### src/rtl/xs128p_pkg.sv
// Shared types, command codes and constants for the xorshift128+ generator.
// Used by the controller, the datapath and the top level.
package xs128p_pkg;

  localparam logic [63:0] GOLDEN_GAMMA = 64'h9E3779B97F4A7C15;
  localparam logic [63:0] MIX_MUL_ONE  = 64'hBF58476D1CE4E5B9;
  localparam logic [63:0] MIX_MUL_TWO  = 64'h94D049BB133111EB;

  localparam int unsigned XS_SHL_P  = 23;
  localparam int unsigned XS_SHR_P  = 17;
  localparam int unsigned XS_SHR_Q  = 26;
  localparam int unsigned MIX_SHR_0 = 30;
  localparam int unsigned MIX_SHR_1 = 27;
  localparam int unsigned MIX_SHR_2 = 31;

  localparam int unsigned CFG_ADDR_W = 3;
  localparam int unsigned CFG_DATA_W = 64;
  localparam logic [CFG_ADDR_W-1:0] REG_SEED_ADDR = '0;

  localparam int unsigned S_TDATA_W = 64;
  localparam int unsigned M_TDATA_W = 120;

  // Operation codes carried on the input selector
  localparam logic [1:0] OPER_RESEED = 2'd0;
  localparam logic [1:0] OPER_WORD   = 2'd1;
  localparam logic [1:0] OPER_FRAC   = 2'd2;
  localparam logic [1:0] OPER_RANGED = 2'd3;

  typedef enum logic [3:0] {
    OP_NONE,
    OP_CAPTURE,
    OP_CNT_SEED,
    OP_CNT_ZERO,
    OP_CNT_INC,
    OP_MIX_PRE,
    OP_MIX_MID,
    OP_STORE_A,
    OP_STORE_B,
    OP_FIX_ZERO,
    OP_ADVANCE,
    OP_OUT_LOAD
  } dp_op_t;

  typedef enum logic [2:0] {
    MUL_NONE,
    MUL_ZL_KL,
    MUL_ZL_KH,
    MUL_ZH_KL,
    MUL_FL_SPAN,
    MUL_FH_SPAN
  } mul_sel_t;

  typedef enum logic [1:0] {
    ACC_HOLD,
    ACC_LOAD,
    ACC_ADD_HI
  } acc_op_t;

  typedef struct packed {
    dp_op_t   op;
    mul_sel_t mul_sel;
    acc_op_t  acc_op;
    logic     k_sel;
  } dp_cmd_t;

  typedef struct packed {
    logic [1:0] operation;
    logic       empty;
  } dp_status_t;

endpackage

### src/rtl/xorshift128plus_generator_unit.sv
// Channel   | Dir | Handshake           | Payload
// s_*       | in  | s_tvalid / s_tready | tuser: operation; tdata: range_min, range_max
// m_*       | out | m_tvalid / m_tready | tuser: kind; tdata: word, fraction, ranged
// APB       | in  | psel, penable       | seed_value at byte address 0 (64 bits)
//
// m_tvalid rises and s_tready returns as the controller leaves ST_OUT, which a word
// or fraction draw reaches via ST_DECODE and ST_ADVANCE; a ranged draw also passes
// ST_RANGE_MUL (two partial products through the shared 33x33 multiplier), and an
// empty range goes from ST_DECODE straight to ST_OUT. A reseed holds s_tready low
// for two splitmix64 steps, each with two 64-bit multiplies on the multiplier.
// After reset the state is seeded from zero before s_tready rises. A result waits
// in the output register; the next item is taken meanwhile and stalls only when
// its own result is ready before the previous one is taken.
// Top level; depends on xs128p_pkg, xs128p_ctrl and xs128p_datapath.
module xorshift128plus_generator_unit import xs128p_pkg::*; (
  input  logic                  clk,
  input  logic                  rst,
  input  logic                  s_tvalid,
  output logic                  s_tready,
  input  logic [S_TDATA_W-1:0]  s_tdata,  // [31:0] range_min, [63:32] range_max
  input  logic [1:0]            s_tuser,  // [1:0] operation
  output logic                  m_tvalid,
  input  logic                  m_tready,
  output logic [M_TDATA_W-1:0]  m_tdata,  // [31:0] word, [84:32] fraction,
                                          // [116:85] ranged, [119:117] zero
  output logic [1:0]            m_tuser,  // [1:0] kind
  input  logic                  psel,
  input  logic                  penable,
  input  logic                  pwrite,
  input  logic [CFG_ADDR_W-1:0] paddr,
  input  logic [CFG_DATA_W-1:0] pwdata,
  output logic [CFG_DATA_W-1:0] prdata,
  output logic                  pready
);

  logic [63:0] seed_value;
  logic        cfg_write;
  dp_cmd_t     cmd;
  dp_status_t  status;
  logic [31:0] out_word;
  logic [52:0] out_fraction;
  logic [31:0] out_ranged;

  assign pready    = 1'b1;
  assign cfg_write = psel && penable && pwrite && pready;
  assign prdata    = (paddr == REG_SEED_ADDR) ? seed_value : '0;

  always_ff @(posedge clk) begin
    if (rst) begin
      seed_value <= '0;
    end else if (cfg_write && paddr == REG_SEED_ADDR) begin
      seed_value <= pwdata;
    end
  end

  xs128p_ctrl u_ctrl (
    .clk      (clk),
    .rst      (rst),
    .s_tvalid (s_tvalid),
    .s_tready (s_tready),
    .m_tvalid (m_tvalid),
    .m_tready (m_tready),
    .cmd      (cmd),
    .status   (status)
  );

  xs128p_datapath u_datapath (
    .clk          (clk),
    .cmd          (cmd),
    .status       (status),
    .seed_value   (seed_value),
    .in_operation (s_tuser),
    .in_range_min (s_tdata[31:0]),
    .in_range_max (s_tdata[63:32]),
    .out_kind     (m_tuser),
    .out_word     (out_word),
    .out_fraction (out_fraction),
    .out_ranged   (out_ranged)
  );

  assign m_tdata = {3'b000, out_ranged, out_fraction, out_word};

endmodule

### src/rtl/xs128p_datapath.sv
// Datapath of the xorshift128+ generator: state words, splitmix counter,
// shared 33x33 multiplier with accumulator, and the result register.
// Depends on xs128p_pkg.
module xs128p_datapath import xs128p_pkg::*; (
  input  logic              clk,
  input  dp_cmd_t           cmd,
  output dp_status_t        status,
  input  logic [63:0]       seed_value,
  input  logic [1:0]        in_operation,
  input  logic [31:0]       in_range_min,
  input  logic [31:0]       in_range_max,
  output logic [1:0]        out_kind,
  output logic [31:0]       out_word,
  output logic [52:0]       out_fraction,
  output logic [31:0]       out_ranged
);

  logic [63:0] state_a;
  logic [63:0] state_b;
  logic [63:0] counter;
  logic [63:0] mix_z;
  logic [63:0] draw;
  logic [65:0] prod;
  logic [85:0] acc;
  logic [1:0]  operation;
  logic [31:0] range_min;
  logic [32:0] span;
  logic        empty;

  logic [63:0] k_const;
  logic [32:0] mul_a;
  logic [32:0] mul_b;
  logic [63:0] xs_t1;
  logic [63:0] xs_t2;
  logic [63:0] xs_new_b;
  logic [63:0] xs_sum;
  logic [32:0] span_calc;
  logic [63:0] acc_lo;

  assign k_const = cmd.k_sel ? MIX_MUL_TWO : MIX_MUL_ONE;
  assign acc_lo  = acc[63:0];

  always_comb begin
    case (cmd.mul_sel)
      MUL_ZL_KL: begin
        mul_a = {1'b0, mix_z[31:0]};
        mul_b = {1'b0, k_const[31:0]};
      end
      MUL_ZL_KH: begin
        mul_a = {1'b0, mix_z[31:0]};
        mul_b = {1'b0, k_const[63:32]};
      end
      MUL_ZH_KL: begin
        mul_a = {1'b0, mix_z[63:32]};
        mul_b = {1'b0, k_const[31:0]};
      end
      MUL_FL_SPAN: begin
        mul_a = {1'b0, draw[42:11]};
        mul_b = span;
      end
      MUL_FH_SPAN: begin
        mul_a = {12'b0, draw[63:43]};
        mul_b = span;
      end
      default: begin
        mul_a = '0;
        mul_b = '0;
      end
    endcase
  end

  // One xorshift128+ step
  always_comb begin
    xs_t1    = state_a ^ (state_a << XS_SHL_P);
    xs_t2    = xs_t1 ^ (xs_t1 >> XS_SHR_P);
    xs_new_b = xs_t2 ^ state_b ^ (state_b >> XS_SHR_Q);
    xs_sum   = xs_new_b + state_b;
  end

  assign span_calc = {in_range_max[31], in_range_max} - {in_range_min[31], in_range_min}
                     + 33'd1;

  always_ff @(posedge clk) begin
    prod <= mul_a * mul_b;

    case (cmd.acc_op)
      ACC_LOAD:   acc <= {20'b0, prod};
      ACC_ADD_HI: acc <= acc + {prod[53:0], 32'b0};
      default:    acc <= acc;
    endcase

    case (cmd.op)
      OP_CAPTURE: begin
        operation <= in_operation;
        range_min <= in_range_min;
        span      <= span_calc;
        empty     <= ($signed(in_range_max) <= $signed(in_range_min));
      end
      OP_CNT_SEED: counter <= seed_value + GOLDEN_GAMMA;
      OP_CNT_ZERO: counter <= GOLDEN_GAMMA;
      OP_CNT_INC:  counter <= counter + GOLDEN_GAMMA;
      OP_MIX_PRE:  mix_z   <= counter ^ (counter >> MIX_SHR_0);
      OP_MIX_MID:  mix_z   <= acc_lo ^ (acc_lo >> MIX_SHR_1);
      OP_STORE_A:  state_a <= acc_lo ^ (acc_lo >> MIX_SHR_2);
      OP_STORE_B:  state_b <= acc_lo ^ (acc_lo >> MIX_SHR_2);
      OP_FIX_ZERO: begin
        if (state_a == '0 && state_b == '0) begin
          state_a <= GOLDEN_GAMMA;
        end
      end
      OP_ADVANCE: begin
        state_a <= state_b;
        state_b <= xs_new_b;
        draw    <= xs_sum;
      end
      OP_OUT_LOAD: begin
        out_kind     <= operation;
        out_word     <= (operation == OPER_WORD) ? draw[63:32] : '0;
        out_fraction <= (operation == OPER_FRAC) ? draw[63:11] : '0;
        if (operation != OPER_RANGED) begin
          out_ranged <= '0;
        end else if (empty) begin
          out_ranged <= range_min;
        end else begin
          out_ranged <= range_min + acc[84:53];
        end
      end
      default: begin
      end
    endcase
  end

  assign status.operation = operation;
  assign status.empty     = empty;

endmodule

### src/rtl/xs128p_ctrl.sv
// Controller of the xorshift128+ generator: sequences seeding, draws and the
// shared multiplier, and owns the stream handshakes. Depends on xs128p_pkg.
module xs128p_ctrl import xs128p_pkg::*; (
  input  logic       clk,
  input  logic       rst,
  input  logic       s_tvalid,
  output logic       s_tready,
  output logic       m_tvalid,
  input  logic       m_tready,
  output dp_cmd_t    cmd,
  input  dp_status_t status
);

  typedef enum logic [3:0] {
    ST_IDLE,
    ST_DECODE,
    ST_SEED_LOAD,
    ST_MIX_PRE,
    ST_MIX_MUL,
    ST_MIX_MID,
    ST_STORE,
    ST_CNT_INC,
    ST_FIX,
    ST_ADVANCE,
    ST_RANGE_MUL,
    ST_OUT
  } state_t;

  state_t     state;
  state_t     state_next;
  logic [1:0] mul_cnt;
  logic [1:0] mul_cnt_next;
  logic       k_bit;
  logic       k_bit_next;
  logic       word_bit;
  logic       word_bit_next;
  logic       seed_zero;
  logic       seed_zero_next;
  logic       m_tvalid_next;

  assign s_tready = (state == ST_IDLE);

  always_comb begin
    cmd            = '{op: OP_NONE, mul_sel: MUL_NONE, acc_op: ACC_HOLD, k_sel: k_bit};
    state_next     = state;
    mul_cnt_next   = mul_cnt;
    k_bit_next     = k_bit;
    word_bit_next  = word_bit;
    seed_zero_next = seed_zero;
    m_tvalid_next  = m_tvalid && !m_tready;

    case (state)
      ST_IDLE: begin
        if (s_tvalid) begin
          cmd.op     = OP_CAPTURE;
          state_next = ST_DECODE;
        end
      end
      ST_DECODE: begin
        if (status.operation == OPER_RESEED) begin
          seed_zero_next = 1'b0;
          state_next     = ST_SEED_LOAD;
        end else if (status.operation == OPER_RANGED && status.empty) begin
          state_next = ST_OUT;
        end else begin
          state_next = ST_ADVANCE;
        end
      end
      ST_SEED_LOAD: begin
        cmd.op        = seed_zero ? OP_CNT_ZERO : OP_CNT_SEED;
        word_bit_next = 1'b0;
        state_next    = ST_MIX_PRE;
      end
      ST_MIX_PRE: begin
        cmd.op       = OP_MIX_PRE;
        k_bit_next   = 1'b0;
        mul_cnt_next = '0;
        state_next   = ST_MIX_MUL;
      end
      ST_MIX_MUL: begin
        // 64x64 low product from three 32x32 partials
        mul_cnt_next = mul_cnt + 2'd1;
        case (mul_cnt)
          2'd0: cmd.mul_sel = MUL_ZL_KL;
          2'd1: begin
            cmd.mul_sel = MUL_ZL_KH;
            cmd.acc_op  = ACC_LOAD;
          end
          2'd2: begin
            cmd.mul_sel = MUL_ZH_KL;
            cmd.acc_op  = ACC_ADD_HI;
          end
          default: begin
            cmd.acc_op   = ACC_ADD_HI;
            mul_cnt_next = '0;
            state_next   = k_bit ? ST_STORE : ST_MIX_MID;
          end
        endcase
      end
      ST_MIX_MID: begin
        cmd.op     = OP_MIX_MID;
        k_bit_next = 1'b1;
        state_next = ST_MIX_MUL;
      end
      ST_STORE: begin
        cmd.op = word_bit ? OP_STORE_B : OP_STORE_A;
        if (word_bit) begin
          state_next = ST_FIX;
        end else begin
          word_bit_next = 1'b1;
          state_next    = ST_CNT_INC;
        end
      end
      ST_CNT_INC: begin
        cmd.op     = OP_CNT_INC;
        state_next = ST_MIX_PRE;
      end
      ST_FIX: begin
        cmd.op     = OP_FIX_ZERO;
        state_next = ST_IDLE;
      end
      ST_ADVANCE: begin
        cmd.op       = OP_ADVANCE;
        mul_cnt_next = '0;
        state_next   = (status.operation == OPER_RANGED) ? ST_RANGE_MUL : ST_OUT;
      end
      ST_RANGE_MUL: begin
        mul_cnt_next = mul_cnt + 2'd1;
        case (mul_cnt)
          2'd0: cmd.mul_sel = MUL_FL_SPAN;
          2'd1: begin
            cmd.mul_sel = MUL_FH_SPAN;
            cmd.acc_op  = ACC_LOAD;
          end
          default: begin
            cmd.acc_op   = ACC_ADD_HI;
            mul_cnt_next = '0;
            state_next   = ST_OUT;
          end
        endcase
      end
      ST_OUT: begin
        // hold until the output register is free
        if (!m_tvalid || m_tready) begin
          cmd.op        = OP_OUT_LOAD;
          m_tvalid_next = 1'b1;
          state_next    = ST_IDLE;
        end
      end
      default: begin
        state_next = ST_IDLE;
      end
    endcase
  end

  always_ff @(posedge clk) begin
    if (rst) begin
      state     <= ST_SEED_LOAD;
      mul_cnt   <= '0;
      k_bit     <= 1'b0;
      word_bit  <= 1'b0;
      seed_zero <= 1'b1;
      m_tvalid  <= 1'b0;
    end else begin
      state     <= state_next;
      mul_cnt   <= mul_cnt_next;
      k_bit     <= k_bit_next;
      word_bit  <= word_bit_next;
      seed_zero <= seed_zero_next;
      m_tvalid  <= m_tvalid_next;
    end
  end

  a_out_load_free: assert property (@(posedge clk) disable iff (rst)
    cmd.op == OP_OUT_LOAD |-> (!m_tvalid || m_tready))
    else $error("result loaded over a pending transfer");

  a_accept_decodes: assert property (@(posedge clk) disable iff (rst)
    s_tvalid && s_tready |=> state == ST_DECODE)
    else $error("accepted transfer not decoded");

  a_busy_after_reset: assert property (@(posedge clk) disable iff (rst)
    $past(rst) |-> !s_tready)
    else $error("input taken before initial seeding");

endmodule
### config.mk
export PLATFORM = sky130hd
export DESIGN_NAME = xorshift128plus_generator_unit
export DESIGN_NICKNAME = d
export VERILOG_FILES = /design/src/rtl/xs128p_pkg.sv /design/src/rtl/xorshift128plus_generator_unit.sv /design/src/rtl/xs128p_datapath.sv /design/src/rtl/xs128p_ctrl.sv
export SDC_FILE = /design/constraint.sdc
export NUM_CORES = 2
export LEC_CHECK = 0
export ABC_AREA = 1
export BUFFER_PORTS_ARGS = -buffer_cell sky130_fd_sc_hd__buf_2
export CAP_MARGIN = 30
export CORE_ASPECT_RATIO = 2
export CORE_UTILIZATION = 45
export CTS_CLUSTER_DIAMETER = 100
export DETAILED_ROUTE_END_ITERATION = 10
export GPL_ROUTABILITY_DRIVEN = 0
export SLEW_MARGIN = 40
export SYNTH_ARGS = -nofsm -noshare
export SYNTH_HDL_FRONTEND = slang
export SYNTH_HIERARCHICAL = 1
export SYNTH_SLANG_ARGS = --single-unit
### constraint.sdc
create_clock -name clk -period 19.4 [get_ports clk]
set_input_delay 0 -clock clk [delete_from_list [all_inputs] [get_ports clk]]
set_output_delay 0 -clock clk [all_outputs]
set_load 0.1 [all_outputs]
[Word level (Yosys, flattened, before mapping)]
Index checks and enable logic that the tools add are counted.
Cells by class
  $add $sub $neg: 8
  multiply operators: 1
  divide/modulo/power cells: 0
  $lt $le $gt $ge: 1
  eq/ne operators: 40
  shifts and indexed selects: 0
  multiplexer cells: 36
  bitwise gates (word level): 7
  reduce and logical (&&, ||, !) cells: 34
Operator list (count)
  64-bit one-hot mux with 3 select lines: 2
  64-bit one-hot mux with 2 select lines: 2
  86-bit one-hot mux with 2 select lines: 1
  64-bit adder (second input constant): 2
  64-bit logical NOT: 2
  64-bit two-way mux: 2
  32-bit one-hot mux with 4 select lines: 1
  64-bit bitwise XOR: 2
  33-bit one-hot mux with 3 select lines: 1
  86-bit adder: 1
  4-bit one-hot mux with 9 select lines: 2
  32-bit by 33-bit multiplier with 65-bit output: 1
  64-bit adder: 1
  64-bit by 33-bit bitwise XOR with 64-bit output: 1
  64-bit by 34-bit bitwise XOR with 64-bit output: 1
  64-bit by 37-bit bitwise XOR with 64-bit output: 1
  64-bit by 38-bit bitwise XOR with 64-bit output: 1
  64-bit by 47-bit bitwise XOR with 64-bit output: 1
  62-bit two-way mux: 1
  33-bit by 1-bit adder with 33-bit output (second input constant): 1
  32-bit by 32-bit subtractor with 33-bit output: 1
  32-bit adder: 1
  4-bit by 3-bit equality test with 1-bit output (second input constant): 8
  4-bit equality test (second input constant): 8
  other kinds (32): 82
Word-level totals
  bits in registers: 733
  bits in latches: 0
  bits in writable memories: 0
  bits in read-only memories: 0
  logic and storage cells: 149
  memories kept: 0

[Logic depth before layout (Yosys ltp)]
  depth after elaboration: 7
  depth in mapped cells: 45
  mapped depth without buffers: 44

[Cells and area by module]
Netlist, hierarchy kept.
By module, submodules not included
  xs128p_datapath: times used 1, cells each 10075, area each 79065.8 um^2
  xorshift128plus_generator_unit: times used 1, cells each 559, area each 3335.7 um^2
  xs128p_ctrl: times used 1, cells each 134, area each 770.7 um^2

[Least setup slack after synthesis]
Ideal clock, no wire load.
  path type: reg-to-reg
  from: register u_ctrl.state[2]
  to: register u_datapath.prod[54]
  library setup time: 0.117 ns
  data arrival time: 8.097 ns
  data required time: 19.283 ns
  slack: 11.186 ns
  cell stages (with the launch flop): 42
  buffers on the path: 2
  cells stage by stage: dfxtp_1 > inv_1 > nor2_2 > nand2_2 > inv_2 > nand2_2 > o21ai_0 > inv_1 > nor2_1 > inv_1 > o21ai_1 > clkbuf_1 > a22o_1 > nor2_1 > inv_1 > clkbuf_1 > nand2_1 > fa_1 > (+6 left out) > fa_1 > fa_1 > fa_1 > inv_1 > fa_1 > inv_1 > ha_1 > nand2_1 > nor2_1 > inv_1 > nor4_1 > nand3_1 > nand3_1 > nand2_1 > inv_1 > nor2_1 > nand2_1 > nand2_1
RTL lines
  start, declared: line xs128p_ctrl.sv:29  | state_t state;
  start signal, assigned: line xs128p_ctrl.sv:165  | state <= state_next;
  end signal, assigned: line xs128p_datapath.sv:84  | prod <= mul_a * mul_b;
  end, declared: line xs128p_datapath.sv:23  | logic [65:0] prod;

==> flow_summary.toml <==
[status]
outcome = "finished with violations"
violations = "hold timing"

[critical_path]
critical_path.max_fanout = 32
setup_slack_of_the_worst_register_to_register_path_ns = 8.32
critical_path_arrival_ns = 11.68
rr_startpoint = "u_ctrl/state[2]"
critical_path.n_buffers_inverters = 15
ff2ff_path_depth = 41
critPathMostFrequentCell = "inv_1"
crit_path_start_kind = "flop"
r2r-end = "u_datapath/prod[43]"
worst-setup-path-type = "reg -> reg"
critical-path-top-delay-family = "adder cells"
req_time_crit_path_ns = 20.00
worst_setup_path_end_kind = "flop"
critPathSlowestCell = "ha_1"
max_stage_delay_ns = 0.76

[yosys]
ys_async_sr_fraction_pct = 0
yosys.area.top_type = "fa_1"
syn-mean-instance-area_um2 = 7.72
synth_largest_type_area_fraction_pct = 22.7
netlist_area_um2 = 83200
yosysSeqAreaShare_pct = 24.3
yosysWarnings = 6
synth_flop_cell = "edfxtp_1"
synth_top_cells_by_area = "fa_1 23%, edfxtp_1 21%, nand2_1 11%, inv_1 9.3%, ha_1 7.3%"
count_of_flip_flops_with_a_built_in_enable_after_synthesis = 581
synth_cell_types = 60
yosys_register_bits = 721
postSynthCellCount = 10768

[route]
drt_iter0_drc = 7824
detailroute.wirelength.met3_um = 37000
maxUsedRoutingLayer = "met5"
routed-wl-met2_um = 174000
vias_per_cell = 5.74
drt_pre_antenna_iters = 9
wirelength_met1_um = 109000
wl_per_cell_um = 27.4
drc = 0
routed-via-count = 78094
detail-route-antenna-nets = 0
routed_wirelength_um = 372000

[worst_hold_path]
min_from = "s_tuser[1]"
min_path_cells = 2
worstHoldPathType = "in -> reg"
timing.hold.worst_endpoint = "u_datapath/operation[1]"

[global_route]
pin_count_of_the_biggest_net_entering_global_routing = 85
congestion_overflow_gr = 0
global_route_wire_length_before_repair_um = 535000
first_global_vias = 79415
global_route.usage.total_pct = 40.6
grt_antenna_before_repair = 39

[cts]
cts-root-to-sink-buffers = 3
cts.root.buffer_cell = "clkbuf_16"
clock-sinks = 721
tritoncts = "done"
ctsHtreeMaxLevel = 3
post-cts-setup-buffers = 0
clk_transition_reported_paths_ns = 0.07
cts_inserted_buffers = 73
clock_insertion_delay_worst_skew_ns = 0.74

[power_and_ir_drop]
p_leak_nw = 44.1
power-per-cell-area_nw_per_um2 = 110
irDropWorstVdd_mv = 0.108

[layout]
postLayoutCoreUtil_pct = 50.4
seqCellArea_um2 = 20200
fill_cells = 17968
nets = 12747
area_growth_syn_to_layout_pct = 11.1
drive_gt1_share_pct = 7.11
multi_input_combinational_cell_area_um2 = 54100
layout_commonest_cell = "nand2_1"
most-common-layout-cells = "2388 x nand2_1, 2041 x inv_1, 1582 x nor2_1"

[timing]
min_period_over_period_pct = 57.1
finalClockSkew_ns = 0.0558
final.setup.tns_ns = 0
fin_worst_hold_slack_ns = -0.000411
worstMarginPinSlew_ns = 0.970
timing.final.hold_violations = 1
layout_setup_ws_ns = 8.32
setup_viol = 0
max_freq_mhz = 90.3
worst_slew_margin_rel_pct = 35.1
fin_crit_ns = 11.08
drv_slew = 0
setup_repair_after_global_routing_missed_its_margin = "no"

[die]
num_io_pins = 329
die-height_um = 610
floorplan.die_area_um2 = 187000
num_rows = 222
fp.dieW_um = 306
floorplan.core_area_um2 = 183000
initial_core_util_pct = 45.4

[place]
io_buffer_count = 324
post-place-ws_ns = 8.91
hpwlAfterDp_um = 290000

[job]
max-cap-violations = 0
[final cells by class]
| class | instances | area share, % |
|---|---|---|
| antenna | 26 | 0.0704 |
| clock buffer | 95 | 2.25 |
| clock inverter | 39 | 0.592 |
| inverter | 2090 | 8.50 |
| multi-input combinational | 7648 | 58.6 |
| sequential | 721 | 21.9 |
| tap | 2352 | 3.18 |
| timing repair buffer | 641 | 4.93 |
[power by group]
group	switching, mW	internal, mW	leakage (nW)	total [mW]
clock	0.726	0.857	1.27	1.58
sequential	0.381	2.29	6.41	2.67
combinational	4.39	1.51	36.5	5.89
total	5.49	4.66	44.1	10.2
[stage by stage]
stage / area (µm²) / std cells / total power, mW
finish: 92400 / 13612 / 10.2
global route: 92400 / 13590 / 10.5
CTS: 92000 / 13578 / 9.64
detailed placement: 87500 / 13260 / 8.02
global placement: 87400 / 13257 / 7.97
floorplan: 83200 / 10770 / 5.89
[how the worst max path moves through the flow]
stage	depth (start not counted)	slack [ns]	from	to
floorplan	41	11.19	u_ctrl/state[2]	u_datapath/prod[54]
global placement	38	8.68	u_ctrl/mul_cnt[0]	u_datapath/prod[48]
detailed placement	35	8.91	u_ctrl/mul_cnt[0]	u_datapath/prod[60]
CTS	35	8.84	u_ctrl/mul_cnt[0]	u_datapath/prod[60]
global route	41	7.94	u_ctrl/state[2]	u_datapath/prod[43]
finish	41	8.32	u_ctrl/state[2]	u_datapath/prod[43]
[logic make-up after synthesis]
group                    after synthesis  synth area share [%]
AO/OA/AOI/OAI                       1155                  7.83
AND/OR/NAND/NOR                     4675                  22.6
adder cells (fa/ha/maj)             1432                  30.1
multiplexers                           1                0.0120
XOR/XNOR                             381                  4.01
other                                  2               0.00903
buffers and inverters               2401                  11.1
flip-flops                           721                  24.3
[state kept, by name, indices dropped and copies added, names as in the netlist, 4 cells and up]
signal / cells
seed_value: 64
u_ctrl/state: 4
u_datapath/acc: 85
u_datapath/counter: 64
u_datapath/draw: 53
u_datapath/mix_z: 64
u_datapath/out_fraction: 53
u_datapath/out_ranged: 32
u_datapath/out_word: 32
u_datapath/prod: 66
u_datapath/range_min: 32
u_datapath/span: 33
u_datapath/state_a: 64
u_datapath/state_b: 64
[Yosys cell counts (19+ instances only)]
library cell  count
a21o_1           34
a21oi_1         391
a22o_1           21
a31oi_1          44
buf_1            19
buf_2            31
buf_6            19
clkbuf_1        231
dfxtp_1         140
edfxtp_1        581
fa_1            945
ha_1            487
inv_1          2059
nand2_1        2390
nand3_1         397
nand3b_1         24
nand4_1          49
nor2_1         1602
nor2_2           27
nor3_1           73
nor4_1           31
o211ai_1         22
o21a_1           27
o21ai_0         447
o21ai_1          36
o21ai_2          25
o21bai_1         34
o22ai_1          29
or2_2            33
xnor2_1         157
xor2_1          224
[timing repair]
item	in CTS	in global routing
gates resized for setup	0	0
hold buffers	184	0
hold endpoints to repair	126	0
[metal layers]
layer	up-vias	track usage, %
li1	34019	-
met5	-	0.496
met3	2012	13.0
met1	37189	38.2
met2	4846	66.5
met4	28	44.1
No activity file was read; power rests on OpenSTA's default activity.
